**config.mk**
```make
export PLATFORM = sky130hd
export DESIGN_NAME = uart_register_block_top
export DESIGN_NICKNAME = d
export VERILOG_FILES = /design/src/hdl/uart_rb_pkg.sv /design/src/hdl/uart_rb_ctrl.sv /design/src/hdl/uart_rb_dp.sv /design/src/hdl/uart_register_block_top.sv
export SDC_FILE = /design/constraint.sdc
export NUM_CORES = 1
export LEC_CHECK = 0
export ABC_CLOCK_PERIOD_IN_PS = 14700
export BUFFER_PORTS_ARGS = -buffer_cell sky130_fd_sc_hd__buf_2
export CAP_MARGIN = 20
export CORE_MARGIN = 2
export CORE_UTILIZATION = 50
export CTS_BUF_LIST = sky130_fd_sc_hd__clkbuf_8
export DETAILED_ROUTE_END_ITERATION = 12
export PLACE_DENSITY = 0.8
export RECOVER_POWER = 25
export SETUP_SLACK_MARGIN = 0.05
export SYNTH_ARGS = -nofsm -noshare
export SYNTH_HDL_FRONTEND = slang
export SYNTH_HIERARCHICAL = 1
export SYNTH_SLANG_ARGS = --single-unit
```
**constraint.sdc**
```tcl
create_clock -name i_clk -period 14.7 [get_ports i_clk]
set_clock_uncertainty 0.2 [all_clocks]
set_input_delay 2.205 -clock i_clk [delete_from_list [all_inputs] [get_ports i_clk]]
set_output_delay 2.205 -clock i_clk [all_outputs]
set_load 0.01 [all_outputs]
```
**src/hdl/uart_rb_pkg.sv**
```systemverilog
package uart_rb_pkg;

    // item kinds carried on the input tuser
    localparam logic [1:0] OP_READ  = 2'd0;
    localparam logic [1:0] OP_WRITE = 2'd1;
    localparam logic [1:0] OP_RX    = 2'd2;

    // register offsets
    localparam logic [11:0] OFF_DR    = 12'h000;
    localparam logic [11:0] OFF_RSR   = 12'h004;
    localparam logic [11:0] OFF_FR    = 12'h018;
    localparam logic [11:0] OFF_ILPR  = 12'h020;
    localparam logic [11:0] OFF_IBRD  = 12'h024;
    localparam logic [11:0] OFF_FBRD  = 12'h028;
    localparam logic [11:0] OFF_LCR_H = 12'h02C;
    localparam logic [11:0] OFF_CR    = 12'h030;
    localparam logic [11:0] OFF_IFLS  = 12'h034;
    localparam logic [11:0] OFF_IMSC  = 12'h038;
    localparam logic [11:0] OFF_RIS   = 12'h03C;
    localparam logic [11:0] OFF_MIS   = 12'h040;
    localparam logic [11:0] OFF_ICR   = 12'h044;
    localparam logic [11:0] OFF_DMACR = 12'h048;

    // ID window 0xFE0..0xFFF: offset[11:5] all ones
    localparam logic [6:0] ID_PAGE = 7'h7F;

    // access sizes in bytes
    localparam logic [2:0] SIZE_BYTE = 3'd1;
    localparam logic [2:0] SIZE_HALF = 3'd2;
    localparam logic [2:0] SIZE_WORD = 3'd4;

    // status bit positions (FR, RIS/MIS)
    localparam int FR_RXFE  = 4;
    localparam int FR_RXFF  = 6;
    localparam int FR_TXFE  = 7;
    localparam int INT_RX   = 4;
    localparam int INT_TX   = 5;

    function automatic logic [7:0] id_word(input logic [2:0] idx);
        logic [7:0] v;
        case (idx)
            3'd0: v = 8'h11;
            3'd1: v = 8'h10;
            3'd2: v = 8'h14;
            3'd3: v = 8'h00;
            3'd4: v = 8'h0D;
            3'd5: v = 8'hF0;
            3'd6: v = 8'h05;
            3'd7: v = 8'hB1;
            default: v = 8'h00;
        endcase
        return v;
    endfunction

    typedef struct packed {
        logic load;   // capture the incoming transaction
        logic exec;   // apply the item and load the result register
    } t_ctrl_cmd;

    typedef struct packed {
        logic out_stall;  // result register full and not taken
    } t_dp_status;

endpackage

```
**src/hdl/uart_rb_ctrl.sv**
```systemverilog
module uart_rb_ctrl (
    input  logic                   i_clk,
    input  logic                   i_rst_n,
    input  logic                   i_s_tvalid,
    output logic                   o_s_tready,
    input  uart_rb_pkg::t_dp_status i_status,
    output uart_rb_pkg::t_ctrl_cmd  o_cmd
);
    import uart_rb_pkg::*;

    typedef enum logic [1:0] {
        ST_IDLE,
        ST_READ,
        ST_EXEC
    } t_state;

    t_state r_state;
    logic   r_ready;

    always_ff @(posedge i_clk) begin
        if (!i_rst_n) begin
            r_state <= ST_IDLE;
            r_ready <= 1'b1;
        end else begin
            case (r_state)
                ST_IDLE: begin
                    if (i_s_tvalid) begin
                        r_state <= ST_READ;
                        r_ready <= 1'b0;
                    end
                end
                ST_READ: begin
                    // FIFO head byte is fetched this cycle
                    r_state <= ST_EXEC;
                end
                ST_EXEC: begin
                    if (!i_status.out_stall) begin
                        r_state <= ST_IDLE;
                        r_ready <= 1'b1;
                    end
                end
                default: begin
                    r_state <= ST_IDLE;
                    r_ready <= 1'b1;
                end
            endcase
        end
    end

    assign o_s_tready = r_ready;
    assign o_cmd.load = i_s_tvalid & r_ready;
    assign o_cmd.exec = (r_state == ST_EXEC) & ~i_status.out_stall;

endmodule

```
**src/hdl/uart_rb_dp.sv**
```systemverilog
module uart_rb_dp #(
    parameter int FIFO_DEPTH = 16
) (
    input  logic                    i_clk,
    input  logic                    i_rst_n,
    input  uart_rb_pkg::t_ctrl_cmd  i_cmd,
    output uart_rb_pkg::t_dp_status o_status,
    input  logic [1:0]              i_operation,
    input  logic [11:0]             i_offset,
    input  logic [2:0]              i_access_size,
    input  logic [31:0]             i_write_data,
    input  logic [7:0]              i_rx_byte,
    input  logic                    i_m_tready,
    output logic                    o_m_tvalid,
    output logic [15:0]             o_read_data,
    output logic                    o_access_ok,
    output logic                    o_irq_level,
    output logic                    o_tx_valid,
    output logic [7:0]              o_tx_byte,
    output logic                    o_rx_dropped
);
    import uart_rb_pkg::*;

    localparam int AW = (FIFO_DEPTH > 1) ? $clog2(FIFO_DEPTH) : 1;
    localparam int CW = $clog2(FIFO_DEPTH + 1);
    localparam logic [AW:0]   DEPTH_SUM = (AW+1)'(FIFO_DEPTH);
    localparam logic [AW-1:0] HEAD_LAST = AW'(FIFO_DEPTH - 1);
    localparam logic [CW-1:0] COUNT_FULL = CW'(FIFO_DEPTH);

    // captured transaction
    logic [1:0]  r_op;
    logic [11:0] r_off;
    logic [2:0]  r_size;
    logic [31:0] r_wdata;
    logic [7:0]  r_rxb;

    // RX FIFO
    logic [7:0]    r_mem [FIFO_DEPTH];
    logic [7:0]    r_head_byte;
    logic [AW-1:0] r_head;
    logic [CW-1:0] r_count;

    // programmable registers
    logic [15:0] r_ibrd;
    logic [5:0]  r_fbrd;
    logic [7:0]  r_lcr;
    logic [15:0] r_cr;
    logic [5:0]  r_ifls;
    logic [10:0] r_imsc;
    logic [2:0]  r_dmacr;

    // result register
    logic        r_out_valid;
    logic [15:0] r_out_rdata;
    logic        r_out_ok;
    logic        r_out_irq;
    logic        r_out_txv;
    logic [7:0]  r_out_txb;
    logic        r_out_drop;

    logic        w_size_ok;
    logic        w_empty;
    logic        w_full;
    logic        w_is_id;
    logic        w_rd_hit;
    logic [15:0] w_rd_val;
    logic        w_wr_hit;
    logic        w_pop;
    logic        w_push;
    logic [AW:0] w_sum;
    logic [AW-1:0] w_tail;

    logic [15:0]   n_rdata;
    logic          n_ok;
    logic          n_txv;
    logic [7:0]    n_txb;
    logic          n_drop;
    logic          n_irq;
    logic [CW-1:0] n_count;
    logic [10:0]   n_imsc;

    assign w_size_ok = (r_size == SIZE_BYTE) || (r_size == SIZE_HALF) || (r_size == SIZE_WORD);
    assign w_empty   = (r_count == '0);
    assign w_full    = (r_count == COUNT_FULL);
    assign w_is_id   = (r_off[11:5] == ID_PAGE);

    assign w_sum  = (AW+1)'(r_head) + (AW+1)'(r_count);
    assign w_tail = (w_sum >= DEPTH_SUM) ? AW'(w_sum - DEPTH_SUM) : w_sum[AW-1:0];

    // read decode
    always_comb begin
        w_rd_hit = 1'b1;
        w_rd_val = '0;
        if (w_is_id) begin
            w_rd_hit = (r_off[1:0] == 2'b00);
            w_rd_val = w_rd_hit ? {8'h00, id_word(r_off[4:2])} : 16'h0000;
        end else begin
            case (r_off)
                OFF_DR:    w_rd_val = w_empty ? 16'h0000 : {8'h00, r_head_byte};
                OFF_RSR:   w_rd_val = '0;
                OFF_FR: begin
                    w_rd_val[FR_TXFE] = 1'b1;
                    w_rd_val[FR_RXFE] = w_empty;
                    w_rd_val[FR_RXFF] = w_full;
                end
                OFF_ILPR:  w_rd_val = '0;
                OFF_IBRD:  w_rd_val = r_ibrd;
                OFF_FBRD:  w_rd_val = {10'h000, r_fbrd};
                OFF_LCR_H: w_rd_val = {8'h00, r_lcr};
                OFF_CR:    w_rd_val = r_cr;
                OFF_IFLS:  w_rd_val = {10'h000, r_ifls};
                OFF_IMSC:  w_rd_val = {5'h00, r_imsc};
                OFF_RIS: begin
                    w_rd_val[INT_TX] = 1'b1;
                    w_rd_val[INT_RX] = ~w_empty;
                end
                OFF_MIS: begin
                    w_rd_val[INT_TX] = r_imsc[INT_TX];
                    w_rd_val[INT_RX] = r_imsc[INT_RX] & ~w_empty;
                end
                OFF_ICR:   w_rd_val = '0;
                OFF_DMACR: w_rd_val = {13'h0000, r_dmacr};
                default:   w_rd_hit = 1'b0;
            endcase
        end
    end

    // write decode: ID window and unknown offsets are refused
    always_comb begin
        case (r_off)
            OFF_DR, OFF_RSR, OFF_FR, OFF_ILPR, OFF_IBRD, OFF_FBRD, OFF_LCR_H,
            OFF_CR, OFF_IFLS, OFF_IMSC, OFF_RIS, OFF_MIS, OFF_ICR, OFF_DMACR:
                w_wr_hit = 1'b1;
            default:
                w_wr_hit = 1'b0;
        endcase
    end

    always_comb begin
        n_rdata = '0;
        n_ok    = 1'b0;
        n_txv   = 1'b0;
        n_txb   = '0;
        n_drop  = 1'b0;
        w_pop   = 1'b0;
        w_push  = 1'b0;
        n_imsc  = r_imsc;
        case (r_op)
            OP_READ: begin
                if (w_size_ok && w_rd_hit) begin
                    n_ok    = 1'b1;
                    n_rdata = w_rd_val;
                    w_pop   = (r_off == OFF_DR) && !w_empty;
                end
            end
            OP_WRITE: begin
                if (w_size_ok && w_wr_hit) begin
                    n_ok = 1'b1;
                    if (r_off == OFF_DR) begin
                        n_txv = 1'b1;
                        n_txb = r_wdata[7:0];
                    end
                    if (r_off == OFF_IMSC) begin
                        n_imsc = r_wdata[10:0];
                    end
                end
            end
            OP_RX: begin
                n_drop = w_full;
                w_push = ~w_full;
            end
            default: begin
            end
        endcase
        n_count = r_count;
        if (w_pop) begin
            n_count = r_count - CW'(1);
        end else if (w_push) begin
            n_count = r_count + CW'(1);
        end
        // level after the item: TX cause always set, RX cause while data waits
        n_irq = n_imsc[INT_TX] | (n_imsc[INT_RX] & (n_count != '0));
    end

    // capture
    always_ff @(posedge i_clk) begin
        if (i_cmd.load) begin
            r_op    <= i_operation;
            r_off   <= i_offset;
            r_size  <= i_access_size;
            r_wdata <= i_write_data;
            r_rxb   <= i_rx_byte;
        end
    end

    // FIFO storage, registered read at the head
    always_ff @(posedge i_clk) begin
        r_head_byte <= r_mem[r_head];
        if (i_cmd.exec && w_push) begin
            r_mem[w_tail] <= r_rxb;
        end
    end

    always_ff @(posedge i_clk) begin
        if (!i_rst_n) begin
            r_head  <= '0;
            r_count <= '0;
            r_ibrd  <= '0;
            r_fbrd  <= '0;
            r_lcr   <= '0;
            r_cr    <= '0;
            r_ifls  <= '0;
            r_imsc  <= '0;
            r_dmacr <= '0;
        end else if (i_cmd.exec) begin
            r_count <= n_count;
            r_imsc  <= n_imsc;
            if (w_pop) begin
                r_head <= (r_head == HEAD_LAST) ? '0 : r_head + AW'(1);
            end
            if (r_op == OP_WRITE && w_size_ok) begin
                case (r_off)
                    OFF_IBRD:  r_ibrd  <= r_wdata[15:0];
                    OFF_FBRD:  r_fbrd  <= r_wdata[5:0];
                    OFF_LCR_H: r_lcr   <= r_wdata[7:0];
                    OFF_CR:    r_cr    <= r_wdata[15:0];
                    OFF_IFLS:  r_ifls  <= r_wdata[5:0];
                    OFF_DMACR: r_dmacr <= r_wdata[2:0];
                    default: begin
                    end
                endcase
            end
        end
    end

    // result register
    always_ff @(posedge i_clk) begin
        if (!i_rst_n) begin
            r_out_valid <= 1'b0;
        end else if (i_cmd.exec) begin
            r_out_valid <= 1'b1;
        end else if (i_m_tready) begin
            r_out_valid <= 1'b0;
        end
    end

    always_ff @(posedge i_clk) begin
        if (i_cmd.exec) begin
            r_out_rdata <= n_rdata;
            r_out_ok    <= n_ok;
            r_out_irq   <= n_irq;
            r_out_txv   <= n_txv;
            r_out_txb   <= n_txb;
            r_out_drop  <= n_drop;
        end
    end

    assign o_status.out_stall = r_out_valid & ~i_m_tready;
    assign o_m_tvalid   = r_out_valid;
    assign o_read_data  = r_out_rdata;
    assign o_access_ok  = r_out_ok;
    assign o_irq_level  = r_out_irq;
    assign o_tx_valid   = r_out_txv;
    assign o_tx_byte    = r_out_txb;
    assign o_rx_dropped = r_out_drop;

    a_count_range: assert property (@(posedge i_clk) disable iff (!i_rst_n)
        r_count <= COUNT_FULL)
        else $error("rx count above depth");

    a_exec_result: assert property (@(posedge i_clk) disable iff (!i_rst_n)
        i_cmd.exec |=> r_out_valid)
        else $error("executed item left no result");

    a_drop_when_full: assert property (@(posedge i_clk) disable iff (!i_rst_n)
        i_cmd.exec && n_drop |=> r_count == COUNT_FULL && $stable(r_head))
        else $error("dropped byte changed fifo");

    a_pop_nonempty: assert property (@(posedge i_clk) disable iff (!i_rst_n)
        i_cmd.exec && w_pop |=> r_count == $past(r_count) - CW'(1))
        else $error("pop did not shrink fifo");

endmodule

```
**src/hdl/uart_register_block_top.sv**
```systemverilog
// Sequence: after an input transaction is accepted the controller fetches the RX FIFO head byte,
// then executes the item and loads the result register (controller sequence idle/fetch/execute).
// A new input transaction is accepted only once the controller is back in idle, so a result
// waiting downstream holds the execute step and with it the next input transaction.
// Reset: i_rst_n synchronous active low; clears FIFO pointers, count, control registers
// and the result valid flag. FIFO byte storage is not cleared.
module uart_register_block_top #(
    parameter int FIFO_DEPTH = 16
) (
    input  logic        i_clk,
    input  logic        i_rst_n,
    // input stream
    input  logic        i_s_tvalid,
    output logic        o_s_tready,
    // [11:0] offset, [14:12] access_size, [46:15] write_data, [54:47] rx_byte, [55] zero
    input  logic [55:0] i_s_tdata,
    // [1:0] operation
    input  logic [1:0]  i_s_tuser,
    // result stream
    output logic        o_m_tvalid,
    input  logic        i_m_tready,
    // [15:0] read_data, [16] access_ok, [17] irq_level, [18] tx_valid,
    // [26:19] tx_byte, [27] rx_dropped, [31:28] zero
    output logic [31:0] o_m_tdata
);
    import uart_rb_pkg::*;

    t_ctrl_cmd  w_cmd;
    t_dp_status w_status;

    logic [15:0] w_read_data;
    logic        w_access_ok;
    logic        w_irq_level;
    logic        w_tx_valid;
    logic [7:0]  w_tx_byte;
    logic        w_rx_dropped;

    // Controller: accepts one transaction, sequences fetch and execute,
    // waits in execute while the result register is still occupied.
    uart_rb_ctrl u_ctrl (
        .i_clk      (i_clk),
        .i_rst_n    (i_rst_n),
        .i_s_tvalid (i_s_tvalid),
        .o_s_tready (o_s_tready),
        .i_status   (w_status),
        .o_cmd      (w_cmd)
    );

    // Datapath: register file, RX FIFO memory, decode and result register.
    uart_rb_dp #(
        .FIFO_DEPTH (FIFO_DEPTH)
    ) u_dp (
        .i_clk         (i_clk),
        .i_rst_n       (i_rst_n),
        .i_cmd         (w_cmd),
        .o_status      (w_status),
        .i_operation   (i_s_tuser),
        .i_offset      (i_s_tdata[11:0]),
        .i_access_size (i_s_tdata[14:12]),
        .i_write_data  (i_s_tdata[46:15]),
        .i_rx_byte     (i_s_tdata[54:47]),
        .i_m_tready    (i_m_tready),
        .o_m_tvalid    (o_m_tvalid),
        .o_read_data   (w_read_data),
        .o_access_ok   (w_access_ok),
        .o_irq_level   (w_irq_level),
        .o_tx_valid    (w_tx_valid),
        .o_tx_byte     (w_tx_byte),
        .o_rx_dropped  (w_rx_dropped)
    );

    // result packing, first field in the low bits
    assign o_m_tdata = {4'h0, w_rx_dropped, w_tx_byte, w_tx_valid,
                        w_irq_level, w_access_ok, w_read_data};

endmodule
```
== Word-level counts from Yosys, hierarchy flattened ==
Memories as Yosys holds them, arrays and structs flattened. A register that Yosys moved wholly into a read port is not among the register bits.
Index checks and enable logic that the tools add are counted.
Storage, ports and cells
  bits in registers: 148
  RAM bits: 128
  ROM bits: 56
  bits of input ports: 62
  output and inout port bits: 34
  word-level logic and storage cells: 133
  memories kept: 2
Memory list
  u_dp.r_mem: depth 16, bits a word 8, rd ports 1, clocked after Yosys merged registers in 1, wr ports 1, line uart_rb_dp.sv:38  | logic [7:0] r_mem [FIFO_DEPTH];
  (no name shown): depth 8, bits a word 7, rd ports 1, clocked after Yosys merged registers in 1, wr ports 0, line uart_rb_pkg.sv:41  | case (idx)
Operators by class
  add/sub/neg operators: 5
  order comparisons: 1
  eq/ne operators: 25
  multiplexer cells: 35
  bitwise operators: 11
  reductions and logical operators: 30
Operator list (count)
  12-bit by 6-bit equality test with 1-bit output (second input constant): 8
  12-bit by 7-bit equality test with 1-bit output (second input constant): 3
  4-bit case mux with 8 select lines: 1
  8-bit case mux with 4 select lines: 1
  3-bit AND reduction: 8
  6-bit 2-to-1 mux: 3
  16-bit 2-to-1 mux: 1
  8-bit 2-to-1 mux: 2
  1-bit 2-to-1 mux: 14
  14-bit OR reduction: 1
  12-bit by 3-bit equality test with 1-bit output (second input constant): 1
  12-bit by 5-bit equality test with 1-bit output (second input constant): 1
  12-bit zero test: 1
  2-bit case mux with 6 select lines: 1
  5-bit 2-to-1 mux: 2
  1-bit case mux with 10 select lines: 1
  4-bit 2-to-1 mux: 2
  1-bit case mux with 8 select lines: 1
  2-bit AND reduction: 4
  7-bit equality test (second input constant): 1
  2-bit zero test: 3
  2-bit case mux with 3 select lines: 1
  4-bit by 5-bit adder with 5-bit output: 1
  5-bit by 1-bit adder with 5-bit output (second input constant): 1
  other kinds (27): 44

== Logic depth before layout (Yosys ltp) ==
Gate-level depths: netlist of run 1.
  word-level depth: 11
  depth in mapped cells: 9
  mapped depth without buffers: 8

== Modules after synthesis ==
Netlist of run 1, hierarchy kept.
Modules (own cells, without submodules)
  uart_rb_dp: times used 1, cells each 873, area an instance 11788.8 µm²
  uart_rb_ctrl: times used 1, cells each 13, area an instance 137.6 µm²
  uart_register_block_top: times used 1, cells each 9, area an instance 63.8 µm²

== Worst setup path after synthesis of run 1 ==
Ideal clock, no wire load.
  path kind: input -> register
  start point: input port i_m_tready
  end point: register u_dp.r_dmacr[2]
  arrival time: 6280 ps
  data required time: 14372 ps
  slack: 8092 ps
  stages: 8
  cells stage by stage: nor2b_1 -> nor3b_1 -> inv_1 -> nor2_2 -> buf_2 -> nand4_1 -> mux2i_1 -> nor2_1
RTL lines
  start, declared: line uart_register_block_top.sv:21  | input logic i_m_tready,
  end signal, assigned: line uart_rb_dp.sv:228  | OFF_DMACR: r_dmacr <= r_wdata[2:0];
  end, declared: line uart_rb_dp.sv:50  | logic [2:0] r_dmacr;

==> results.toml, run 1 <==
[timing]
max_slew_margin_pct = 32.2
final_max_slew_viol_count = 0
rsz0062_at_grt = "no"
fmax_mhz = 216
finalCriticalPeriod_ns = 4.63
tns_ns = 0
fin_crit_sh_pct = 31.5
whs_ns = 0.250
setup_viol = 0
hold_viol = 0
tightest_slew_ns = 1.01

[clocking]
worstSkewPairLatency_ns = 0.57
htreeDepth = 2
clk_pin_slew_ns = 0.06
post_cts_buffers = 0
cts_buffers = 47
postCtsHoldBufs = 0
cts-root-buf = "clkbuf_8"
clockBufferDepth = 3
cts_sinks = 290
cts_tree = "done"
cts_resized = 0

[critical_path]
startpoint_type = "input pin"
path_class = "input pin to flip-flop"
worst_ep_arrival_time_ns = 4.92
end_kind = "flip-flop"
crit_fanout = 51
worstPathRequired_ns = 14.99

[power_and_ir_drop]
vdd_drop_max_mv = 0.0772
pwr-share-clk_pct = 40.3
power.density_nw_per_um2 = 119
combPwrFrac_pct = 2.9
p_seq_share_pct = 56.8
power.switching_mw = 0.359
p_int_mw = 1.24
switching_share_pct = 22.5
leakagePower_nw = 4.45

[route]
avgRoutedWirePerCell_um = 18.6
ant_nets = 0
drt_first_pass_iters = 5
drcViolationCount = 0
vias_per_cell = 5.64
vias = 7491
drt-initial-drc-count = 659
wirelength_um = 24600

[floorplan]
die_y_um = 159
rows = 56
die_w_um = 159
die_area_um2 = 25200
ios = 96
coreArea_um2 = 23500
start_util_pct = 51.1

[final_layout]
seqCellArea_um2 = 7780
fillerInstances = 1864
area_growth_pct = 12.0
n_antenna_cell = 0
finish.net_count = 1040
final_core_util_pct = 57.2
multi_input_area_um2 = 3900
final_layout_size_suffix_gt1_share_pct = 22.5

[worst_hold_path]
min_path_type = "flip-flop to flip-flop"

[global_route]
antenna_found_initial = 0
grt_max_degree = 74
grt_usage_pct = 19.3
grt_pass1_wl_um = 38600
grt_pass1_vias = 7244
grt_overflow = 0

[outcome]
outcome = "completed"

[logic_synthesis]
syn_inst = 895
async_reset_ff_share_pct = 0
yosysSeqAreaShare_pct = 64.9
yosysWarnings = 6
synth_edf_count = 197
synth_ff_type = "edfxtp_1"
synth_area_um2 = 12000
ys_types = 76
synth_seq_cells = 290
syn_avg_cell_area_um2 = 13.4

[run]
maxCapViolCount = 0

[place]
dp_hpwl_um = 16000
port_buffers = 74
place_congestion = 0.869
-- Yosys cell counts (4+ instances only) --
master,instances,share of area (%)
o21ai_0,10,0.42
mux2_2,7,0.66
mux2i_1,20,1.7
a21oi_1,85,3.5
nor3b_1,4,0.25
buf_2,14,0.58
clkbuf_1,29,0.91
a222oi_1,4,0.33
ha_1,6,0.63
nand3_1,29,1.2
nor4_4,4,0.71
nor3_1,6,0.25
or3_1,7,0.37
mux4_2,40,7.5
a22oi_1,8,0.50
nor2b_1,6,0.31
nor4_1,5,0.26
nand2b_1,5,0.26
edfxtp_1,197,49
nor2_1,59,1.8
xnor2_1,5,0.37
and2_1,11,0.57
dfxtp_1,93,16
and3_1,4,0.21
xor2_1,6,0.44
nand2_1,130,4.1
nand4_1,4,0.21
inv_1,10,0.31
a22o_1,6,0.44
buf_4,11,0.69
-- cells in the final DEF (no fill, tap or decap), types with 8 or more instances in the layout --
master and instances:
o21ai_0 10, clkinv_2 12, a22oi_1 8, edfxtp_1 197
nand3_1 29, buf_4 9, mux2i_1 20, dfxtp_1 92
a21oi_1 85, mux4_2 40, clkbuf_8 49, and2_1 10
inv_1 21, nand2_1 130, buf_2 74, clkinv_1 9
nor2_1 59
-- sequential cells by signal, indices dropped and copies added, names as in the netlist, 11 cells and up, named ones only --
signal,count
u_dp/r_mem,128
u_dp/o_read_data,16
u_dp/r_cr,16
u_dp/r_ibrd,16
u_dp/r_wdata,16
u_dp/r_off,12
u_dp/r_imsc,11
-- path summary, 6_finish.rpt --
check / end / cells after the start / start / slack [ns]
hold reg to reg: u_dp/r_imsc[1] / 2 / u_dp/r_imsc[1] / 0.25
hold / removal: u_dp/r_imsc[1] / 2 / u_dp/r_imsc[1] / 0.25
setup / recovery: u_dp/r_cr[15] / 9 / i_m_tready / 10.08
setup reg to reg: u_dp/r_cr[4] / 6 / u_dp/r_off[5] / 11.18
-- per-stage QoR --
| stage | instances | total power [mW] | worst slack, ns | instance area (um^2) |
|---|---|---|---|---|
| 5_1_grt | 1328 | 1.65 | 9.91 | 13400 |
| 3_3_place_gp | 1241 | 0.968 | 9.61 | 12600 |
| 4_1_cts | 1328 | 1.61 | 10.16 | 13400 |
| 2_1_floorplan | 898 | 0.949 | 8.09 | 12000 |
| 3_5_place_dp | 1241 | 0.970 | 9.56 | 12600 |
| 6_report | 1328 | 1.60 | 10.08 | 13400 |
-- logic make-up after synthesis --
family,count (synthesis),synth area share (%)
AND/OR/NAND/NOR,303,13.2
flip-flops,290,64.9
AO/OA/AOI/OAI,147,7.71
buffers and inverters,69,2.78
multiplexers,67,9.84
XOR/XNOR,11,0.803
adder cells (fa/ha/maj),7,0.793
other,1,0.0313
-- final cells by class --
cell class / count / area share, %
clock inverters: 38 / 1.54
clock buffers: 49 / 5.02
flip-flops and latches: 290 / 57.9
inverters: 10 / 0.279
well taps: 319 / 2.97
multi-input cells: 539 / 29.0
repair buffers: 83 / 3.26
-- power groups by stage --
stage	clock network [mW]	logic, mW	registers (mW)
global route	0.692	0.0513	0.908
detailed placement	0	0.0471	0.923
global placement	0	0.0463	0.922
finish	0.642	0.0470	0.906
CTS	0.659	0.0473	0.906
floorplan	0	0.0331	0.916
-- critical path: stages --
cell	delay, ns
buf_2	0.08
nor2b_1	0.07
nor3b_2	0.16
buf_4	0.53
inv_1	0.33
nor2_2	0.57
and2_1	0.67
nand2_1	0.14
a21oi_1	0.14
-- metal layers --
metal	GRT usage (%)	vias to the layer above	wire length, um
li1	-	3503	-
met1	23.9	3647	9840
met2	33.4	279	12600
met3	4.00	62	1580
met4	7.23	0	662
met5	0	-	0
Note: power is estimated with default switching activity, not from simulation.
==> inputs of run 2 (changes only) <==
- ABC_AREA: unset -> 1
- ABC_CLOCK_PERIOD_IN_PS: 14700 -> 4300
- clock period: 14.7 -> 4.3 ns (I/O delays scaled with it)
==> results.toml, run 2 <==
[global_route]
grt_pass1_vias = 7816
grt_max_degree = 62
antenna_found_initial = 0
grt_usage_pct = 20.7
grt_pass1_wl_um = 39900
grt_overflow = 0

[logic_synthesis]
synth_area_um2 = 11800
async_reset_ff_share_pct = 0
ys_top_cells_by_area = "edfxtp_1 (50%), dfxtp_1 (16%), o21ai_0 (6.0%)"
syn_avg_cell_area_um2 = 10.8
synth_edf_count = 197
syn_inst = 1090
synth_ff_type = "edfxtp_1"
synth_top_cell_by_area = "edfxtp_1"
ys_types = 46
yosysSeqAreaShare_pct = 66.1
yosysWarnings = 6
synth_common_cells = "edfxtp_1 (197), nor2_1 (165), o21ai_0 (140)"
synth_seq_cells = 290
yosysMostFrequentCell = "edfxtp_1"
synth.top_cell.area_share_pct = 50.3

[clocking]
clockBufferDepth = 3
postCtsHoldBufs = 0
cts-root-buf = "clkbuf_8"
clk_pin_slew_ns = 0.06
cts_sinks = 290
cts_resized = 0
worstSkewPairLatency_ns = 0.54
cts_buffers = 45
cts_tree = "done"
htreeDepth = 2
post_cts_buffers = 0

[timing]
final_max_slew_viol_count = 0
fmax_mhz = 303
max_slew_margin_pct = 30.8
hold_viol = 0
finalCriticalPeriod_ns = 3.30
tns_ns = 0
rsz0062_at_grt = "no"
tightest_slew_ns = 1.04
fin_crit_sh_pct = 76.7
setup_viol = 0

[route]
drt_first_pass_iters = 6
drcViolationCount = 0
drt-initial-drc-count = 792
avgRoutedWirePerCell_um = 17.0
wirelength_um = 26100
ant_nets = 0
vias = 8455
vias_per_cell = 5.53

[place]
port_buffers = 74
place_congestion = 0.917
dp_hpwl_um = 16800

[critical_path]
worstPathRequired_ns = 4.25
path_class = "flip-flop to flip-flop"
end_kind = "flip-flop"
startpoint_type = "flip-flop"
worst_ep_arrival_time_ns = 3.25
crit_fanout = 8

[power_and_ir_drop]
power_mw = 5.53
vdd_drop_max_mv = 0.436
leakagePower_nw = 5.00
power.density_nw_per_um2 = 416

[final_layout]
regMostFlops = "u_dp/r_mem"
layout_commonest_cell = "edfxtp_1"
area_growth_pct = 12.9
n_antenna_cell = 0
largest_register_ffs = 128
layout_common_cells = "edfxtp_1 (197), nor2_1 (164), o21ai_0 (140)"
finish.net_count = 1244
final_layout_size_suffix_gt1_share_pct = 15.4
final_core_util_pct = 57.1

[run]
maxCapViolCount = 0

[worst_hold_path]
min_path_type = "input pin to flip-flop"

[floorplan]
ios = 96
coreArea_um2 = 23300
start_util_pct = 50.6
rows = 56
die_y_um = 157
die_w_um = 157
die_area_um2 = 24800

[outcome]
outcome = "completed"
run 2: cell types whose count changed after synthesis, moves of 19 or more:
cell,before,now
o21ai_0,10,140
nor2_1,59,165
inv_1,10,74
mux4_2,40,0
o22ai_1,1,23
mux2i_1,20,0
nand2_1,130,111
run 2: per-stage QoR:
stage | hold WS, ns | std cells | cell area [um^2] | setup slack, ns
floorplan | 0.230 | 1093 | 11800 | 0.0623
global placement | 0.244 | 1445 | 12400 | 1.23
detailed placement | 0.255 | 1445 | 12400 | 1.12
CTS | 0.0491 | 1528 | 13300 | 1.08
global route | 0.0424 | 1530 | 13300 | 0.891
finish | 0.0721 | 1530 | 13300 | 1.00
run 2: final timing paths:
kind,cells past startpoint,end,from,slack (ns)
min reg2reg,2,u_dp/r_ibrd[10],u_dp/r_ibrd[10],0.27
max,9,u_dp/r_mem[7][5],u_dp/r_count[0],1.00
min,1,u_dp/r_size[1],i_s_tdata[13],0.07
max reg2reg,9,u_dp/r_mem[7][5],u_dp/r_count[0],1.00
run 2: routing by layer:
layer / global-route usage (%) / up-vias / part of all wire [%]
met4: 7.49 / 0 / 2.8
met5: 0 / - / 0
met1: 27.2 / 3985 / 40
met2: 34.2 / 400 / 48
met3: 4.05 / 62 / 9.0
li1: - / 4008 / -
run 2: final cells by class:
type                    count  area, um^2
repair buffers             85         460
clock inverters            33         186
inverters                  84         315
multi-input cells         669        3450
clock buffers              50         688
fillers                  1955        9980
flip-flops and latches    290        7780
well taps                 319         399
run 2: cells by family (layout without fill, tap and decap cells):
kind of cell               after synthesis  count (layout)  share of synthesized area [%]
other                                    1               4                         0.0319
xor gates and xnor gates                 9               9                          0.670
adders and majority gates                7               7                          0.809
AOI/OAI and AO/OA                      286             286                           13.8
buffers and inverters                  134             252                           4.65
DFF                                    290             290                           66.1
muxes                                    1               1                         0.0957
and+or+nand+nor                        362             362                           13.8
run 2: critical path: stages (launching register included):
cell and delay [ns]:
dfxtp_1 0.43, inv_1 0.12, ha_1 0.25, nand3_1 0.14, inv_1 0.07, nand2_1 0.14
nand3_1 0.23, nor2_1 0.34, nand3_1 0.23, nor2_1 0.74
run 2: report_power, final:
part	total (mW)	switching, mW	leakage (nW)	internal [mW]
Sequential	3.11	0.0548	2.54	3.05
Clock	2.21	1.02	0.516	1.19
Combinational	0.215	0.150	1.95	0.0649
==> inputs of run 3 (changes only) <==
- ABC_AREA: 1 -> 0
- ABC_CLOCK_PERIOD_IN_PS: 4300 -> 2700
- PLACE_DENSITY: 0.8 -> 0.83
- clock period: 4.3 -> 2.7 ns (I/O delays scaled with it)
==> results.toml, run 3 (synthesis results as in run 1) <==
[route]
drt_first_pass_iters = 7
vias_per_cell = 5.62
vias = 8011
drcViolationCount = 0
wirelength_um = 26600
ant_nets = 0
drt-initial-drc-count = 729
avgRoutedWirePerCell_um = 18.7

[timing]
max_slew_margin_pct = 62.1
hold_viol = 0
tightest_slew_ns = 0.568
setup_slack_ns = 0.108
rsz0062_at_grt = "yes"
whs_ns = 0.254
fin_crit_sh_pct = 96.0
final_max_slew_viol_count = 0
setup_viol = 0
fmax_mhz = 386
finalCriticalPeriod_ns = 2.59

[global_route]
grt_pass1_wl_um = 41600
grt_pass1_vias = 7881
grtUsageMet1_pct = 24.9
grt_use_met2_pct = 37.3
grt_overflow = 0
use_met3_pct = 4.00
top_usage_layer = "met2"
antenna_found_initial = 0
grt_max_degree = 48
grt_usage_pct = 20.8

[clocking]
clockBufferDepth = 3
cts_tree = "done"
cts-root-buf = "clkbuf_8"
htreeDepth = 2
clk_pin_slew_ns = 0.06
worstSkewPairLatency_ns = 0.57
cts_sinks = 290
cts_buffers = 46

[critical_path]
crit_fanout = 8
worstPathRequired_ns = 2.69
startpoint_type = "flip-flop"
end_kind = "flip-flop"
path_class = "flip-flop to flip-flop"
worst_ep_arrival_time_ns = 2.58

[power_and_ir_drop]
power.density_nw_per_um2 = 599
vdd_drop_max_mv = 0.421
leakagePower_nw = 4.94

[final_layout]
n_antenna_cell = 0
finish.net_count = 1139
final_layout_size_suffix_gt1_share_pct = 27.1
regMostFlops = "u_dp/r_mem"
largest_register_ffs = 128
seqCellArea_um2 = 7780
area_growth_pct = 20.7
layout_common_cells = "edfxtp_1 (197), nand2_1 (127), dfxtp_1 (91)"
multi_input_area_um2 = 4050
layout_commonest_cell = "edfxtp_1"
fillerInstances = 1736

[run]
maxCapViolCount = 0

[place]
port_buffers = 74
pre_cts_ws_ns = 0.0547
dp_hpwl_um = 17500
place_congestion = 0.901

[floorplan]
coreArea_um2 = 23500
rows = 56
ios = 96
die_area_um2 = 25200
die_y_um = 159
die_w_um = 159
start_util_pct = 51.1

[outcome]
outcome = "completed"

[worst_hold_path]
min_path_type = "flip-flop to flip-flop"
run 3: what timing repair did:
action / 4_1_cts / 5_1_grt
hold buffers: 44 / 0
pin swaps: 0 / 7
setup endpoints to repair: 1 / 71
endpoints found under the hold margin: 51 / 0
resized for setup: 1 / 14
buffers inserted: 0 / 3
run 3: power breakdown:
part	switching, mW	leakage [nW]	total [mW]	internal (mW)
Clock	1.68	0.500	3.37	1.70
Combinational	0.209	1.92	0.373	0.163
Sequential	0.0884	2.52	4.92	4.83
Total	1.98	4.94	8.66	6.69
run 3: stage by stage:
stage	instances	util (%)	power (mW)	TNS (ns)	cell area (um^2)
after floorplan	898	-	5.17	-6.91	12100
after global placement	1294	55.8	5.31	0	13100
after detailed placement	1294	55.8	5.32	0	13100
after CTS	1423	61.3	8.74	0	14400
after global routing	1426	61.6	8.99	0	14500
final	1426	61.6	8.66	0	14500
run 3: critical path, cell delays in order (launching register included):
cell and delay [ns]:
dfxtp_1 0.31, buf_4 0.15, ha_1 0.20, fa_1 0.44
xor2_1 0.27, nand2_1 0.23, nor2_2 0.41
run 3: routing by layer:
layer	up-vias	part of all wire, %
li1	3703	-
met1	3911	38
met2	331	52
met3	66	6.9
met4	0	2.9
met5	-	0
run 3: area by class of cell:
cell class / instances / share of cell area, %
tap: 319 / 2.76
timing repair buffer: 183 / 9.37
inverter: 10 / 0.259
clock inverter: 36 / 1.18
clock buffer: 49 / 4.66
multi-input combinational: 539 / 28.0
sequential: 290 / 53.8
run 3: worst paths after layout:
path,from,endpoint,slack [ns],cells after the start
worst max-delay path,u_dp/r_count[0],u_dp/r_mem[5][5],0.11,6
worst min-delay path,u_dp/r_ibrd[14],u_dp/r_ibrd[14],0.25,2
worst max register to register,u_dp/r_count[0],u_dp/r_mem[5][5],0.11,6
worst min register to register,u_dp/r_ibrd[14],u_dp/r_ibrd[14],0.25,2
